`src/hdl/pgalloc_pkg.sv`:
```
// shared types, constants and helpers for the page allocator
`timescale 1ns / 1ps
package pgalloc_pkg;

  // region and store geometry
  localparam int MAX_PAGES  = 32768;
  localparam int IDX_W      = $clog2(MAX_PAGES);
  localparam int DEPTH_W    = IDX_W + 1;
  localparam int CNT_W      = 16;
  localparam int PAGE_SHIFT = 12;
  localparam int ADDR_W     = 32;
  localparam int PAGE_W     = ADDR_W - PAGE_SHIFT;
  localparam int PCOUNT_W   = 16;
  localparam int PADDR_W    = 3;
  localparam int PDATA_W    = 32;

  // operation codes
  typedef enum logic [1:0] {
    OP_ALLOC = 2'd0,
    OP_FREE  = 2'd1,
    OP_ADDREF = 2'd2,
    OP_READ  = 2'd3
  } op_t;

  // result status codes
  typedef enum logic [2:0] {
    ST_OK        = 3'd0,
    ST_OOM       = 3'd1,
    ST_BAD_ADDR  = 3'd2,
    ST_NOT_REF   = 3'd3,
    ST_SATURATED = 3'd4
  } status_t;

  // controller states
  typedef enum logic [2:0] {
    S_CLEAR,
    S_IDLE,
    S_DECODE,
    S_POP,
    S_RMW
  } state_t;

  // register map indexes
  localparam logic REG_FIRST_PAGE = 1'b0;
  localparam logic REG_PAGE_COUNT = 1'b1;

  // configuration registers as seen by the controller
  typedef struct packed {
    logic [PAGE_W-1:0]   first_page;
    logic [PCOUNT_W-1:0] page_count;
  } cfg_t;

  // refcount memory request
  typedef struct packed {
    logic             we;
    logic [IDX_W-1:0] waddr;
    logic [CNT_W-1:0] wdata;
    logic [IDX_W-1:0] raddr;
  } rc_req_t;

  // free stack memory request
  typedef struct packed {
    logic             we;
    logic [IDX_W-1:0] waddr;
    logic [IDX_W-1:0] wdata;
    logic [IDX_W-1:0] raddr;
  } stk_req_t;

  // page count clipped to the store depth
  function automatic logic [DEPTH_W-1:0] eff_count(input logic [PCOUNT_W-1:0] cnt);
    logic [DEPTH_W-1:0] lim;
    lim = DEPTH_W'(MAX_PAGES);
    if (DEPTH_W'(cnt) > lim) begin
      return lim;
    end
    return DEPTH_W'(cnt);
  endfunction

  // byte address of a region index
  function automatic logic [ADDR_W-1:0] page_addr(input logic [PAGE_W-1:0] first,
                                                  input logic [IDX_W-1:0]  idx);
    logic [PAGE_W-1:0] pg;
    pg = first + PAGE_W'(idx);
    return {pg, {PAGE_SHIFT{1'b0}}};
  endfunction

endpackage

```
`src/hdl/pgalloc_regs.sv`:
```
// apb configuration registers for the page allocator
`timescale 1ns / 1ps
module pgalloc_regs (
  input  logic                            clk,
  input  logic                            rst,
  input  logic                            psel,
  input  logic                            penable,
  input  logic                            pwrite,
  input  logic [pgalloc_pkg::PADDR_W-1:0] paddr,
  input  logic [pgalloc_pkg::PDATA_W-1:0] pwdata,
  output logic [pgalloc_pkg::PDATA_W-1:0] prdata,
  output logic                            pready,
  output pgalloc_pkg::cfg_t               cfg
);
  import pgalloc_pkg::*;

  logic [PAGE_W-1:0]   first_page;
  logic [PCOUNT_W-1:0] page_count;
  logic                wr_en;
  logic                reg_sel;

  assign pready  = 1'b1;
  assign wr_en   = psel & penable & pwrite;
  assign reg_sel = paddr[2];

  // register writes
  always_ff @(posedge clk) begin
    if (rst) begin
      first_page <= '0;
      page_count <= '0;
    end else if (wr_en) begin
      if (reg_sel == REG_FIRST_PAGE) begin
        first_page <= pwdata[PAGE_W-1:0];
      end else begin
        page_count <= pwdata[PCOUNT_W-1:0];
      end
    end
  end

  // read mux
  always_comb begin
    if (reg_sel == REG_FIRST_PAGE) begin
      prdata = PDATA_W'(first_page);
    end else begin
      prdata = PDATA_W'(page_count);
    end
  end

  assign cfg.first_page = first_page;
  assign cfg.page_count = page_count;

endmodule

```
`config.mk`:
```
export PLATFORM = sky130hd
export DESIGN_NAME = pgalloc_regs
export DESIGN_NICKNAME = d
export VERILOG_FILES = /design/src/hdl/pgalloc_pkg.sv /design/src/hdl/pgalloc_regs.sv
export SDC_FILE = /design/constraint.sdc
export NUM_CORES = 1
export LEC_CHECK = 0
export ABC_AREA = 1
export BUFFER_PORTS_ARGS = -buffer_cell sky130_fd_sc_hd__buf_4
export CAP_MARGIN = 20
export CORE_MARGIN = 2
export CORE_UTILIZATION = 43
export CTS_CLUSTER_SIZE = 25
export DETAILED_ROUTE_END_ITERATION = 8
export PLACE_DENSITY = 0.79
export SLEW_MARGIN = 10
export SYNTH_ARGS = -nofsm -noshare
export SYNTH_HDL_FRONTEND = slang
export SYNTH_SLANG_ARGS = --single-unit
```
`constraint.sdc`:
```
create_clock -name clk -period 0.8 [get_ports clk]
set_input_delay 0.12 -clock clk [delete_from_list [all_inputs] [get_ports clk]]
set_output_delay 0.12 -clock clk [all_outputs]
set_load 0.01 [all_outputs]
```
Word-level counts from Yosys, hierarchy flattened

Cells that the tools add are included.

Bits in registers: 36
Input bits: 40
Logic and storage cells: 8
Output and inout port bits: 69

Bitwise logic cells: 3
Reductions and logical operators: 2
Multiplexer cells: 1

Operators by type and width:

| kind             | count |
|---|---|
| $mux 20          | 1 |
| $reduce_and 2->1 | 2 |
| $and 1x1->1      | 2 |
| $not 1->1        | 1 |

Depth between registers and ports, before layout

Word-level depth: 3
Gate-level depth with buffers: 6

Worst setup path before layout

No wires, ideal clock.

Kind: input-to-output
From: input paddr[2] (netlist bit)
To: output prdata[10] (netlist bit)
Data arrival time: 0.687 ns
Setup slack: -0.007 ns
Path buffers: 1
Cell stages on the path: 4
Required time: 0.680 ns
Cell sequence: inv_2 -> buf_1 -> nand2_1 -> nand2_1

Longest elaborated chain between the ends: 1

RTL lines:

| item            | line               | text |
|---|---|---|
| start, declared | pgalloc_regs.sv:9  | `input logic [pgalloc_pkg::PADDR_W-1:0] paddr,` |
| $mux 20         | pgalloc_regs.sv:42 | `if (reg_sel == REG_FIRST_PAGE) begin` |
| end, declared   | pgalloc_regs.sv:11 | `output logic [pgalloc_pkg::PDATA_W-1:0] prdata,` |

Every way passes these cells.

Worst setup path after layout

From: register page_count[15]
To: output prdata[15] (netlist bit)

Longest elaborated chain between the ends: 1

RTL lines:

| item                   | line               | text |
|---|---|---|
| start, declared        | pgalloc_regs.sv:18 | `logic [PCOUNT_W-1:0] page_count;` |
| start signal, assigned | pgalloc_regs.sv:35 | `page_count <= pwdata[PCOUNT_W-1:0];` |
| $mux 20                | pgalloc_regs.sv:42 |  |

Every way passes these cells.

==> impl_metrics.csv <==
group,metric,value,unit
placement,gp_congestion,0.7179,
synthesis,yosys.area_share.xor_xnor,0,%
sta,fin_crit,1037,ps
synthesis,synth_enable_flop_cells,0,
sta,finalHoldViolCount,0,
synthesis,synthFlopType,"dfxtp_1",
synthesis,synth-simple-area-share,44.71,%
clocking,cts.path.max_buffers,2,
clocking,h-tree-depth,2,
floorplanning,start_util,45.68,%
placement,place_area,2509,um2
critical_path,required,680,ps
global_route,grt_pass1_wl,8.238,mm
status,violations,"negative setup slack",
sta,post-route-period-util,129.7,%
cells_and_area,antenna_cells,0,
synthesis,synth.most_common_cell,"nand2_1",
clocking,clkTransAtPathRegs,70,ps
critical_path,end_kind,"output pin",
synthesis,synth-compound-area-share,0,%
floorplanning,die_height,69.89,um
synthesis,yosysTopAreaCellShare,38.61,%
clocking,cts_hold_buf,0,
floorplanning,die_width,69.89,um
synthesis,yosysWarnings,0,
worst_hold_path,hold_class,"in2reg",
critical_path,arrival,920,ps
global_route,grt_pass1_vias,1868,
clocking,clock_latency,290,ps
detailed_routing,vias,2079,
status,status,"complete, but fails checks",
floorplanning,core_area,4086,um2
detailed_routing,wl_met1,2.294,mm
detailed_routing,dr.pass1.iters,4,
flow_run,max_cap_violations,0,
cells_and_area,fill_cells,314,
placement,dp_slack,-144.8,ps
sta,rsz0062_at_grt,"true",
cells_and_area,final_core_util,76.30,%
clocking,cts_buffers,5,
synthesis,synth_top_area_cell,"dfxtp_1",
worst_hold_path,min_to,"first_page[19]",
global_route,grt_start_max_net_pins,37,
critical_path,worst_setup_path_start_kind,"flop",
sta,timing.final.ws_setup,-237.3,ps
detailed_routing,drt_iter0_markers,118,
power_and_ir_drop,peakVddDrop,0.0008551,V
synthesis,syn_area_per_cell,6.328,um2
detailed_routing,drc,0,
sta,setup_viol,57,
synthesis,yosysUniqueCellTypes,18,
critical_path,crit_fanout,3,
cells_and_area,nets,439,
synthesis,synth_area_leaders,"dfxtp_1 (39%), nand2_1 (17%), nor2_1 (15%), nand3_1 (9.7%), buf_4 (6.0%)",
floorplanning,io_pins,109,
power_and_ir_drop,leakage,1.598,nW
sta,finClkSkew,0,ps
critical_path,path_class,"reg2out",
critical_path,rr_startpoint,"first_page[9]",
synthesis,async_reset_ff_share,0,%
synthesis,postSynthCellCount,295,
synthesis,ys_seq_area_share,38.61,%
synthesis,synth_fa_ha_area_share,0,%
synthesis,syn_area,1867,um2
cells_and_area,areaGrowthSynthToFinish,67.02,%
critical_path,rr_worst_depth,4,
placement,port_buffers,81,
worst_hold_path,whs_path_depth,5,
clocking,root_buffer,"clkbuf_8",
clocking,numClockSinks,36,
global_route,grt_overflow,0,
synthesis,synth_seq_cells,36,
detailed_routing,final_antenna_net_count,0,
sta,drv_slew,0,
detailed_routing,wl_met3,346,um
synthesis,muxShareOfSynthArea,0,%
floorplanning,rows,23,
global_route,grt_use_total,20.43,%
power_and_ir_drop,powerDensity,1327,nW/um2
cells_and_area,drive_gt1_share,45.00,%
detailed_routing,routed.top_layer,"met4",
detailed_routing,wl_per_cell,11.94,um
clocking,cts_tree,"done",
global_route,antenna_found_initial,0,
worst_hold_path,worstHoldStart,"pwdata[19]",
floorplanning,die-area,4885,um2
synthesis,synth_top_family_by_area,"simple AND/OR/NAND/NOR gates",
detailed_routing,vias_per_cell,4.620,
critical_path,r2r_end,"first_page[9]",
sta,fmax,0.9641,GHz
placement,hpwlAfterDp,3.263,mm
cells_and_area,fin_area,3118,um2
synthesis,synthTopCellsByCount,"nand2_1 (84), nor2_1 (76), dfxtp_1 (36), nand3_1 (36), inv_1 (24)",
detailed_routing,met2_length,2.673,mm
critical_path,ff2ff_setup_slack,0,ps
detailed_routing,drt-total-wl,5.371,mm
-- registers in the layout (all words and copies together) (netlist names) --
register,count
first_page,20
page_count,16
-- worst max path at each step --
stage	start	end	slack (ps)	cells past startpoint
6_report	page_count[15]	prdata[15]	-240	3
5_1_grt	page_count[15]	prdata[15]	-270	3
4_1_cts	first_page[19]	prdata[19]	-200	3
3_5_place_dp	paddr[2]	page_count[2]	-140	5
3_3_place_gp	pwrite	page_count[7]	-100	5
2_1_floorplan	paddr[2]	prdata[10]	40	4
-- critical path, cell delays in order, from the launching register on --
cell and delay, ps:
dfxtp_2 350, nand2_1 70, nand2_1 100, buf_6 110
-- power by group --
| group | internal, mW | switching (mW) | total [mW] |
|---|---|---|---|
| Clock | 0.702 | 0.621 | 1.32 |
| Sequential | 1.86 | 0.0615 | 1.92 |
| Combinational | 0.462 | 0.426 | 0.888 |
-- timing repair --
item                                    CTS  global route
endpoints found under the setup margin   56            56
gates resized for setup                  79            45
pin swaps                                15            13
setup buffers                             2            21
-- per-stage QoR --
| step | power, mW | cells | setup TNS [ps] | hold slack (ps) |
|---|---|---|---|---|
| finish | 4.136 | 450 | -8136 | 153.8 |
| global route | 4.301 | 450 | -9748 | 184.6 |
| CTS | 4.029 | 429 | -6105 | 154.8 |
| detailed placement | 2.670 | 419 | -5346 | 445.4 |
| global placement | 2.655 | 419 | -4369 | 431.4 |
| floorplan | 2.370 | 306 | 0 | 339.1 |
-- area by class of cell --
| cell class | count | area [um2] | area share [%] |
|---|---|---|---|
| Multi-Input combinational cell | 214 | 920.9 | 29.53 |
| Clock buffer | 8 | 90.09 | 2.889 |
| Timing Repair Buffer | 115 | 1172 | 37.60 |
| Tap cell | 50 | 62.56 | 2.006 |
| Sequential cell | 36 | 770.7 | 24.72 |
| Inverter | 27 | 101.3 | 3.250 |
-- cells in the final DEF, fill, tap and decap left out --
cell / Yosys / routed
nand2_1: 84 / 74
nor2_1: 76 / 73
buf_6: 4 / 69
buf_4: 15 / 42
nand3_1: 36 / 36
dfxtp_2: 0 / 34
inv_1: 24 / 21
conb_1: 2 / 13
nand2_2: 1 / 11
clkbuf_8: 0 / 6
inv_2: 2 / 5
buf_12: 0 / 4
nor2_2: 1 / 3
nor2_4: 1 / 2
clkbuf_1: 2 / 2
dfxtp_4: 0 / 2
nand3_2: 1 / 1
nor2_8: 1 / 1
clkinv_1: 1 / 1
-- cells by family after synthesis --
family,count (synthesis)
buf+inv,56
other cells,2
simple gates,201
flops,36
-- metal layers --
| metal | GRT usage (%) | vias to the layer above |
|---|---|---|
| li1 | - | 1066 |
| met1 | 24.89 | 930 |
| met2 | 36.19 | 78 |
| met3 | 3.896 | 5 |
| met4 | 6.410 | 0 |
| met5 | 0 | - |
(Power assumes the default switching activity.)
