<file path="config.mk">
export PLATFORM = sky130hd
export DESIGN_NAME = pgalloc_ctrl
export DESIGN_NICKNAME = d
export VERILOG_FILES = /design/src/hdl/pgalloc_pkg.sv /design/src/hdl/pgalloc_ctrl.sv
export SDC_FILE = /design/constraint.sdc
export NUM_CORES = 1
export LEC_CHECK = 0
export BUFFER_PORTS_ARGS = -buffer_cell sky130_fd_sc_hd__buf_2
export CORE_MARGIN = 8
export CORE_UTILIZATION = 60
export DETAILED_ROUTE_END_ITERATION = 10
export PLACE_DENSITY = 0.86
export RECOVER_POWER = 50
export SLEW_MARGIN = 40
export SYNTH_ARGS = -nofsm -noshare
export SYNTH_HDL_FRONTEND = slang
export SYNTH_SLANG_ARGS = --single-unit
</file>
<file path="constraint.sdc">
create_clock -name clk -period 8.55 [get_ports clk]
set_clock_uncertainty 0.05 [all_clocks]
set_input_delay 0.855 -clock clk [delete_from_list [all_inputs] [get_ports clk]]
set_output_delay 0.855 -clock clk [all_outputs]
set_load 0.01 [all_outputs]
</file>
<file path="src/hdl/pgalloc_pkg.sv">
// shared types, constants and helpers for the page allocator
`timescale 1ns / 1ps
package pgalloc_pkg;

  // region and store geometry
  localparam int MAX_PAGES  = 32768;
  localparam int IDX_W      = $clog2(MAX_PAGES);
  localparam int DEPTH_W    = IDX_W + 1;
  localparam int CNT_W      = 16;
  localparam int PAGE_SHIFT = 12;
  localparam int ADDR_W     = 32;
  localparam int PAGE_W     = ADDR_W - PAGE_SHIFT;
  localparam int PCOUNT_W   = 16;
  localparam int PADDR_W    = 3;
  localparam int PDATA_W    = 32;

  // operation codes
  typedef enum logic [1:0] {
    OP_ALLOC = 2'd0,
    OP_FREE  = 2'd1,
    OP_ADDREF = 2'd2,
    OP_READ  = 2'd3
  } op_t;

  // result status codes
  typedef enum logic [2:0] {
    ST_OK        = 3'd0,
    ST_OOM       = 3'd1,
    ST_BAD_ADDR  = 3'd2,
    ST_NOT_REF   = 3'd3,
    ST_SATURATED = 3'd4
  } status_t;

  // controller states
  typedef enum logic [2:0] {
    S_CLEAR,
    S_IDLE,
    S_DECODE,
    S_POP,
    S_RMW
  } state_t;

  // register map indexes
  localparam logic REG_FIRST_PAGE = 1'b0;
  localparam logic REG_PAGE_COUNT = 1'b1;

  // configuration registers as seen by the controller
  typedef struct packed {
    logic [PAGE_W-1:0]   first_page;
    logic [PCOUNT_W-1:0] page_count;
  } cfg_t;

  // refcount memory request
  typedef struct packed {
    logic             we;
    logic [IDX_W-1:0] waddr;
    logic [CNT_W-1:0] wdata;
    logic [IDX_W-1:0] raddr;
  } rc_req_t;

  // free stack memory request
  typedef struct packed {
    logic             we;
    logic [IDX_W-1:0] waddr;
    logic [IDX_W-1:0] wdata;
    logic [IDX_W-1:0] raddr;
  } stk_req_t;

  // page count clipped to the store depth
  function automatic logic [DEPTH_W-1:0] eff_count(input logic [PCOUNT_W-1:0] cnt);
    logic [DEPTH_W-1:0] lim;
    lim = DEPTH_W'(MAX_PAGES);
    if (DEPTH_W'(cnt) > lim) begin
      return lim;
    end
    return DEPTH_W'(cnt);
  endfunction

  // byte address of a region index
  function automatic logic [ADDR_W-1:0] page_addr(input logic [PAGE_W-1:0] first,
                                                  input logic [IDX_W-1:0]  idx);
    logic [PAGE_W-1:0] pg;
    pg = first + PAGE_W'(idx);
    return {pg, {PAGE_SHIFT{1'b0}}};
  endfunction

endpackage

</file>
<file path="src/hdl/pgalloc_ctrl.sv">
// operation sequencer: lookup, refcount read-modify-write, stack push and pop
`timescale 1ns / 1ps
module pgalloc_ctrl (
  input  logic                                clk,
  input  logic                                rst,
  input  pgalloc_pkg::cfg_t                   cfg,
  input  logic                                start,
  output logic                                busy,
  input  logic [1:0]                          opcode,
  input  logic [pgalloc_pkg::ADDR_W-1:0]      address,
  output logic                                done,
  output logic [pgalloc_pkg::ADDR_W-1:0]      page_address,
  output logic [pgalloc_pkg::CNT_W-1:0]       ref_count,
  output logic [2:0]                          status,
  output pgalloc_pkg::rc_req_t                rc_req,
  input  logic [pgalloc_pkg::CNT_W-1:0]       rc_rdata,
  output pgalloc_pkg::stk_req_t               stk_req,
  input  logic [pgalloc_pkg::IDX_W-1:0]       stk_rdata
);
  import pgalloc_pkg::*;

  state_t              state, state_next;
  op_t                 op_q, op_q_next;
  logic [ADDR_W-1:0]   addr_q, addr_q_next;
  logic [IDX_W-1:0]    idx_q, idx_q_next;
  logic [DEPTH_W-1:0]  stack_depth, stack_depth_next;
  logic [DEPTH_W-1:0]  fresh_used, fresh_used_next;
  logic [IDX_W-1:0]    clr_cnt, clr_cnt_next;
  logic                done_next;
  logic [ADDR_W-1:0]   page_address_next;
  logic [CNT_W-1:0]    ref_count_next;
  status_t             status_q, status_next;

  logic [DEPTH_W-1:0]  eff;
  logic [DEPTH_W-1:0]  depth_dec;
  logic [DEPTH_W-1:0]  fresh_rem;
  logic                fresh_avail;
  logic [PAGE_W:0]     page_diff;
  logic                lk_ok;
  logic [IDX_W-1:0]    lk_idx;
  logic [CNT_W-1:0]    cnt_dec;
  logic [CNT_W-1:0]    cnt_inc;

  assign busy   = (state != S_IDLE);
  assign status = status_q;

  // region bounds and address lookup
  assign eff         = eff_count(cfg.page_count);
  assign depth_dec   = stack_depth - 1'b1;
  assign fresh_avail = (fresh_used < eff);
  assign fresh_rem   = eff - 1'b1 - fresh_used;
  assign page_diff   = {1'b0, addr_q[ADDR_W-1:PAGE_SHIFT]} - {1'b0, cfg.first_page};
  assign lk_ok       = (addr_q[PAGE_SHIFT-1:0] == '0) && !page_diff[PAGE_W] &&
                       (page_diff[PAGE_W-1:0] < PAGE_W'(eff));
  assign lk_idx      = page_diff[IDX_W-1:0];
  assign cnt_dec     = rc_rdata - 1'b1;
  assign cnt_inc     = rc_rdata + 1'b1;

  // state and datapath registers
  always_ff @(posedge clk) begin
    if (rst) begin
      state       <= S_CLEAR;
      clr_cnt     <= '0;
      stack_depth <= '0;
      fresh_used  <= '0;
      done        <= 1'b0;
    end else begin
      state       <= state_next;
      clr_cnt     <= clr_cnt_next;
      stack_depth <= stack_depth_next;
      fresh_used  <= fresh_used_next;
      done        <= done_next;
    end
  end

  // payload registers
  always_ff @(posedge clk) begin
    op_q         <= op_q_next;
    addr_q       <= addr_q_next;
    idx_q        <= idx_q_next;
    page_address <= page_address_next;
    ref_count    <= ref_count_next;
    status_q     <= status_next;
  end

  // next state, memory requests and results
  always_comb begin
    state_next        = state;
    op_q_next         = op_q;
    addr_q_next       = addr_q;
    idx_q_next        = idx_q;
    stack_depth_next  = stack_depth;
    fresh_used_next   = fresh_used;
    clr_cnt_next      = clr_cnt;
    done_next         = 1'b0;
    page_address_next = page_address;
    ref_count_next    = ref_count;
    status_next       = status_q;
    rc_req.we         = 1'b0;
    rc_req.waddr      = idx_q;
    rc_req.wdata      = '0;
    rc_req.raddr      = lk_idx;
    stk_req.we        = 1'b0;
    stk_req.waddr     = stack_depth[IDX_W-1:0];
    stk_req.wdata     = idx_q;
    stk_req.raddr     = depth_dec[IDX_W-1:0];

    unique case (state)
      // clearing pass over the refcount store
      S_CLEAR: begin
        rc_req.we    = 1'b1;
        rc_req.waddr = clr_cnt;
        rc_req.wdata = '0;
        clr_cnt_next = clr_cnt + 1'b1;
        if (&clr_cnt) begin
          state_next = S_IDLE;
        end
      end

      // wait for a command
      S_IDLE: begin
        if (start) begin
          op_q_next   = op_t'(opcode);
          addr_q_next = address;
          state_next  = S_DECODE;
        end
      end

      // pick a page or look the address up
      S_DECODE: begin
        if (op_q == OP_ALLOC) begin
          if (stack_depth != '0) begin
            stack_depth_next = depth_dec;
            state_next       = S_POP;
          end else if (fresh_avail) begin
            rc_req.we         = 1'b1;
            rc_req.waddr      = fresh_rem[IDX_W-1:0];
            rc_req.wdata      = CNT_W'(1);
            fresh_used_next   = fresh_used + 1'b1;
            done_next         = 1'b1;
            page_address_next = page_addr(cfg.first_page, fresh_rem[IDX_W-1:0]);
            ref_count_next    = CNT_W'(1);
            status_next       = ST_OK;
            state_next        = S_IDLE;
          end else begin
            done_next         = 1'b1;
            page_address_next = '0;
            ref_count_next    = '0;
            status_next       = ST_OOM;
            state_next        = S_IDLE;
          end
        end else if (!lk_ok) begin
          done_next         = 1'b1;
          page_address_next = '0;
          ref_count_next    = '0;
          status_next       = ST_BAD_ADDR;
          state_next        = S_IDLE;
        end else begin
          idx_q_next = lk_idx;
          state_next = S_RMW;
        end
      end

      // popped index is back from the stack
      S_POP: begin
        rc_req.we         = 1'b1;
        rc_req.waddr      = stk_rdata;
        rc_req.wdata      = CNT_W'(1);
        done_next         = 1'b1;
        page_address_next = page_addr(cfg.first_page, stk_rdata);
        ref_count_next    = CNT_W'(1);
        status_next       = ST_OK;
        state_next        = S_IDLE;
      end

      // refcount is back: modify and write
      S_RMW: begin
        done_next         = 1'b1;
        page_address_next = '0;
        status_next       = ST_OK;
        state_next        = S_IDLE;
        unique case (op_q)
          OP_FREE: begin
            if (rc_rdata == '0) begin
              ref_count_next = '0;
              status_next    = ST_NOT_REF;
            end else begin
              rc_req.we      = 1'b1;
              rc_req.wdata   = cnt_dec;
              ref_count_next = cnt_dec;
              // last reference gone: push unless the stack is full
              if ((cnt_dec == '0) && !stack_depth[DEPTH_W-1]) begin
                stk_req.we       = 1'b1;
                stack_depth_next = stack_depth + 1'b1;
              end
            end
          end
          OP_ADDREF: begin
            if (&rc_rdata) begin
              ref_count_next = rc_rdata;
              status_next    = ST_SATURATED;
            end else begin
              rc_req.we      = 1'b1;
              rc_req.wdata   = cnt_inc;
              ref_count_next = cnt_inc;
            end
          end
          OP_READ, OP_ALLOC: begin
            ref_count_next = rc_rdata;
          end
        endcase
      end

      default: begin
        state_next = S_IDLE;
      end
    endcase
  end

endmodule

</file>
# --- Word-level counts from Yosys, hierarchy flattened ---
# Cells that the tools add are included.
op_classes:
  add_sub_neg: 11
  eq_ne: 17
  magnitude_cmp: 3
  n_bitwise: 2
  reduce_logical: 24
  muxes: 55
op_table:
  columns: ["op", "count"]
  rows:
  - ["$mux 32", 7]
  - ["$mux 16", 13]
  - ["$pmux 16 s3", 3]
  - ["$pmux 32 s3", 1]
  - ["$pmux 16 s2", 2]
  - ["$add 16x1->16 const B", 3]
  - ["$pmux 15 s3", 1]
  - ["$add 20x15->20", 2]
  - ["$logic_not 16->1", 2]
  - ["$sub 16x1->16 const B", 2]
  - ["$mux 3", 8]
  - ["$sub 20x20->21", 1]
  - ["$lt 20x16->1", 1]
  - ["$pmux 3 s3", 2]
  - ["$gt 16x16->1 const B", 1]
  - ["$lt 16x16->1", 1]
  - ["$reduce_and 16->1", 1]
  - ["$reduce_bool 16->1", 1]
  - ["$add 15x1->15 const B", 1]
  - ["$reduce_and 15->1", 1]
  - ["$sub 15x1->15 const B", 1]
  - ["$sub 15x15->15", 1]
  - ["$logic_not 12->1", 1]
  - ["$mux 1", 12]
  - ["other kinds (25)", 43]
totals:
  ff_bits: 151
  wordCells: 123
  output_inout_bits: 146

# --- Longest topological paths before layout ---
logic_depth:
  word_depth: 10
  ltp_mapped: 20
  depth_no_buf: 20

# --- Worst setup path before layout ---
# No wires, ideal clock.
synth_timing:
  kind: "in2reg"
  from: "input cfg[16] in the netlist's numbering"
  to: "register done"
  required_time_ns: 8.371
  n_path_buf: 0
  stages: 18
  slack_ns: 3.175
  t_arrival_ns: 5.196
  cell_sequence: "ha_1 -> inv_1 -> fa_1 -> a21o_1 -> a221oi_1 -> o31ai_1 -> a21o_1 -> a21o_1 -> a21oi_1 -> xnor2_1 -> ha_1 -> nand3_1 -> o311ai_0 -> or4_1 -> nor4_1 -> o2111ai_1 -> o211a_1 -> nor2b_1"
synth_rtl:
  columns: ["item", "line_no", "text"]
  rows:
  - ["from (decl)", "pgalloc_ctrl.sv:6", "input pgalloc_pkg::cfg_t cfg,"]
  - ["to (signal assigned)", "pgalloc_ctrl.sv:72", "done <= done_next;"]
  - ["to (decl)", "pgalloc_ctrl.sv:11", "output logic done,"]

# --- Final worst setup path ---
layout_timing:
  from: "input cfg[17] in the netlist's numbering"
  to: "register idx_q[2], enable pin"
layout_via:
  elab_chain_cells: 5
  elab_cells_between_ends: 6
  cone_classes: "add/sub (1); order compare (1); reduce/logical (4)"
layout_rtl:
  columns: ["item", "line_no", "text"]
  rows:
  - ["$sub 20x20->21 *", "pgalloc_ctrl.sv:52", "assign page_diff = {1'b0, addr_q[ADDR_W-1:PAGE_SHIFT]} - {1'b0, cfg.first_page};"]
  - ["parallel branches: the longest is 2 deep, another holds $lt 20x16->1", null, null]
  - ["$logic_and 1x1->1 *", "pgalloc_ctrl.sv:53", "assign lk_ok = (addr_q[PAGE_SHIFT-1:0] == '0) && !page_diff[PAGE_W] &&"]
  - ["$reduce_and 3->1 (no line) *", null, null]
  - ["to (signal assigned)", "pgalloc_ctrl.sv:80", "idx_q <= idx_q_next;"]
  - ["to (decl)", "pgalloc_ctrl.sv:25", "logic [IDX_W-1:0] idx_q, idx_q_next;"]
# Mark *: on every way between the ends.
# A chain may end at the register's enable or synchronous reset.

==> metrics.md <==
| Metric | Value |
|---|---|
| Run status | finished clean |
| FF+latch count, synth | 139 |
| Chip width | 158.1 microns |
| Met2 usage | 0.5001 |
| Max-cap violations | 0 |
| Hold path endpoint | clr_cnt[14] |
| Min cycle time layout | 5.701 ns |
| Total gr overflow | 0 |
| Setup TNS | 0 ns |
| Worst min path class | register to register |
| Post-synthesis mux area share | 0.003509 |
| Compound-Gate Fraction of Synth Area | 0.2249 |
| Synth top cells by count | 167 x nor2_1, 161 x a21oi_1, 107 x nand2_1 |
| Clock buffer depth | 2 |
| Final net count | 1,876 |
| Area of the multi-input gates | 0.007634 sq mm |
| Post-Synth Simple-Gate Area | 0.2053 |
| Clock Latency Late Sink | 0.43 ns |
| Slew Limit Fails | 0 |
| Worst Path Arrival | 5.71 ns |
| RSZ-0062 raised after global routing | false |
| Final WL | 39,860 microns |
| CP required | 8.56 ns |
| Synth unique cells | 90 |
| Total number of vias | 12,280 |
| GR Util met3 | 0.05788 |
| Placed cell count | 1,913 |
| Synth Cell Area | 0.01212 sq mm |
| Xor and xnor fraction of the mapped netlist area | 0.07514 |
| Die area | 0.02501 sq mm |
| CP delay by family, top | compound AO/OA/AOI/OAI gates |
| F_max | 0.1754 GHz |
| Busiest grt layer | met2 |
| Critical Path Fanout Max | 15 |
| CTS sink cnt | 139 |
| Starting Density | 0.6050 |
| WL/cell | 20.48 microns |
| Top FF cell, synth | edfxtp_1 |
| Cells after Synth | 1,487 |
| R2R Setup Slk | 3.15 ns |
| Setup Crit Path Kind | input port to register |
| Hold_sp | clr_cnt[14] |
| Power, Total | 1.898 mW |
| Critical R2R Capture | idx_q[2] |
| I/O Buffers | 237 |
| CP most frequent cell | a21o_1 |
| Antenna violations before repair | 1 |
| Layout area overhead | 13.30% |
| Crit path launch type | input port |
| Rows | 52 |
| Synthesis Warnings | 0 |
| Total core area | 0.02004 sq mm |
| Met1 usage | 0.3995 |
| Clock Pin Slew Worst Setup and Hold Paths | 0.07 ns |
| Slew @ Worst Pin | 1.313 ns |
| Global-route wire length before repair | 60,630 microns |
| Critical path's largest stage delay | 0.55 ns |
| Vias in the first global route | 11,300 |
| Die Span Y | 158.1 microns |
| Slew HR | 0.1214 |
| CTS resizes | 0 |
| Top cell type by total area after synthesis | edfxtp_1 |
| Reg2Reg Depth | 18 |
| Crit path cell chain | clkbuf_1 > inv_1 > fa_1 > a21o_1 > a221oi_1 > o31ai_1 > a21o_1 > a21o_1 > a21oi_1 > xnor2_1 > ha_1 > nand3_1 > o311ai_0 > or4_1 > nor4_1 > o2111ai_1 > inv_1 |
| Synth Area in Adders | 0.1160 |
| H-tree depth | 4 |
| Worst path slowest cell | or4_1 |
| Post-synthesis sequential area ratio | 0.3022 |
| Initial DRC Count | 1,302 |
| Root buf cell | clkbuf_16 |
| Pwr/cell area | 138.2 mW/mm^2 |
| Post-CTS Setup Inserts | 0 |
| Routed Antenna Nets | 0 |
| CP endpoint kind | register |
| Mapped Avg Cell Area | 8.153 sq um |
| Top-count cell post-synth | nor2_1 |
| I/O pin count | 250 |
| Worst VDD drop | 0.1679 mV |
| Post-synth EDFFs | 88 |
| Synth top area cells | edfxtp_1 22%, ha_1 11%, dfxtp_1 8.4% |
| Share of cells above drive strength 1 | 0.1349 |
| Final Util | 0.6854 |
| WHS Path Cells | 2 |
| Area share of the largest cell type after synthesis | 0.2180 |
| Total track usage | 0.3103 |
| Final period utilization | 0.6668 |
| Via density | 6.309 |
| CP bufs+invs | 3 |
| Leakage | 5.715 nW |
| Routability cong. | 0.9879 |
| Fill count | 1,714 |
| Final HPWL DP | 31,260 microns |
| Post-synth ARST share | 0 |
| Main combinational cell family by area after synthesis | compound AO/OA/AOI/OAI gates |
| R2r startpoint | addr_q[12] |
| DRC Markers | 0 |
| DR pass1 iterations | 6 |
| Combined flip-flop and latch cell area | 0.003664 sq mm |
| Final std cells w/o fill | 1,946 |
| CTS tree | yes |
| Num CTS Buffers | 17 |
| Post-CTS Hold Fix Bufs | 0 |
| Endpoints failing setup | 0 |
| Largest net degree at the start of global routing | 55 |
| Hold Vio Cnt, Final | 0 |
area by class of cell:
cell class / instances / area share
multi-input cells: 1160 / 0.5557
flip-flops and latches: 139 / 0.2667
repair buffers: 244 / 0.08253
clock buffers: 20 / 0.03489
inverters: 100 / 0.02733
well taps: 270 / 0.02459
clock inverters: 12 / 0.008016
diodes: 1 / 0.0001822
routing by layer:
metal | vias up | part of all wire
li1 | 5705 | -
met5 | - | 0
met4 | 0 | 0.038
met1 | 5742 | 0.40
met2 | 729 | 0.46
met3 | 101 | 0.10
worst max-delay path by stage:
stage	depth (start not counted)	start	slack, ns	to
after global placement	17	cfg[17]	2.84	idx_q[13]
after CTS	15	cfg[0]	3.08	rc_req[41]
after detailed placement	17	cfg[17]	2.71	idx_q[2]
after global routing	17	cfg[17]	2.62	idx_q[0]
after floorplan	18	cfg[16]	3.18	done
final	17	cfg[17]	2.85	idx_q[2]
kinds of logic after synthesis:
family / after synthesis
fa+ha+maj: 110
mux: 4
other cells: 1
buf+inv: 199
xor+xnor: 104
simple gates: 504
flops: 139
compound gates: 426
worst min-delay path, cell delays in order, from the launching register on:
cell,delay (ns)
dfxtp_1,0.34
o21ai_0,0.08
a21oi_1,0.06
power breakdown:
group / total [mW] / switching [mW] / internal [mW] / leakage, nW
Clock: 0.756 / 0.318 / 0.437 / 0.293
Sequential: 0.716 / 0.00189 / 0.714 / 1.20
Combinational: 0.426 / 0.259 / 0.167 / 4.22
placed cells by master, fill, tap and decap left out, drive strengths merged, types with 41 or more instances in the layout:
cell | netlist | final
clkbuf | 55 | 104
dfxtp | 51 | 51
nor2 | 168 | 168
xnor2 | 67 | 67
nor3 | 41 | 41
buf | 44 | 160
o21ai | 70 | 70
inv | 99 | 102
a21oi | 161 | 161
ha | 106 | 106
nand2 | 108 | 108
edfxtp | 88 | 88
flip-flops by register name (all words and copies together) (netlist names):
name / cells
fresh_used: 16
stack_depth: 16
done: 1
ref_count: 16
clr_cnt: 15
status: 3
op_q: 2
state: 3
addr_q: 32
idx_q: 15
page_address: 20
through the flow:
stage | worst slack [ns] | hold slack (ns) | instance area, sq um
2_1_floorplan | 3.175 | 0.4213 | 12160
3_3_place_gp | 2.841 | 0.4452 | 13250
3_5_place_dp | 2.710 | 0.4603 | 13290
4_1_cts | 3.079 | 0.4729 | 13880
5_1_grt | 2.620 | 0.5134 | 13730
6_report | 2.849 | 0.4755 | 13740
Note: power is estimated with default switching activity, not from simulation.
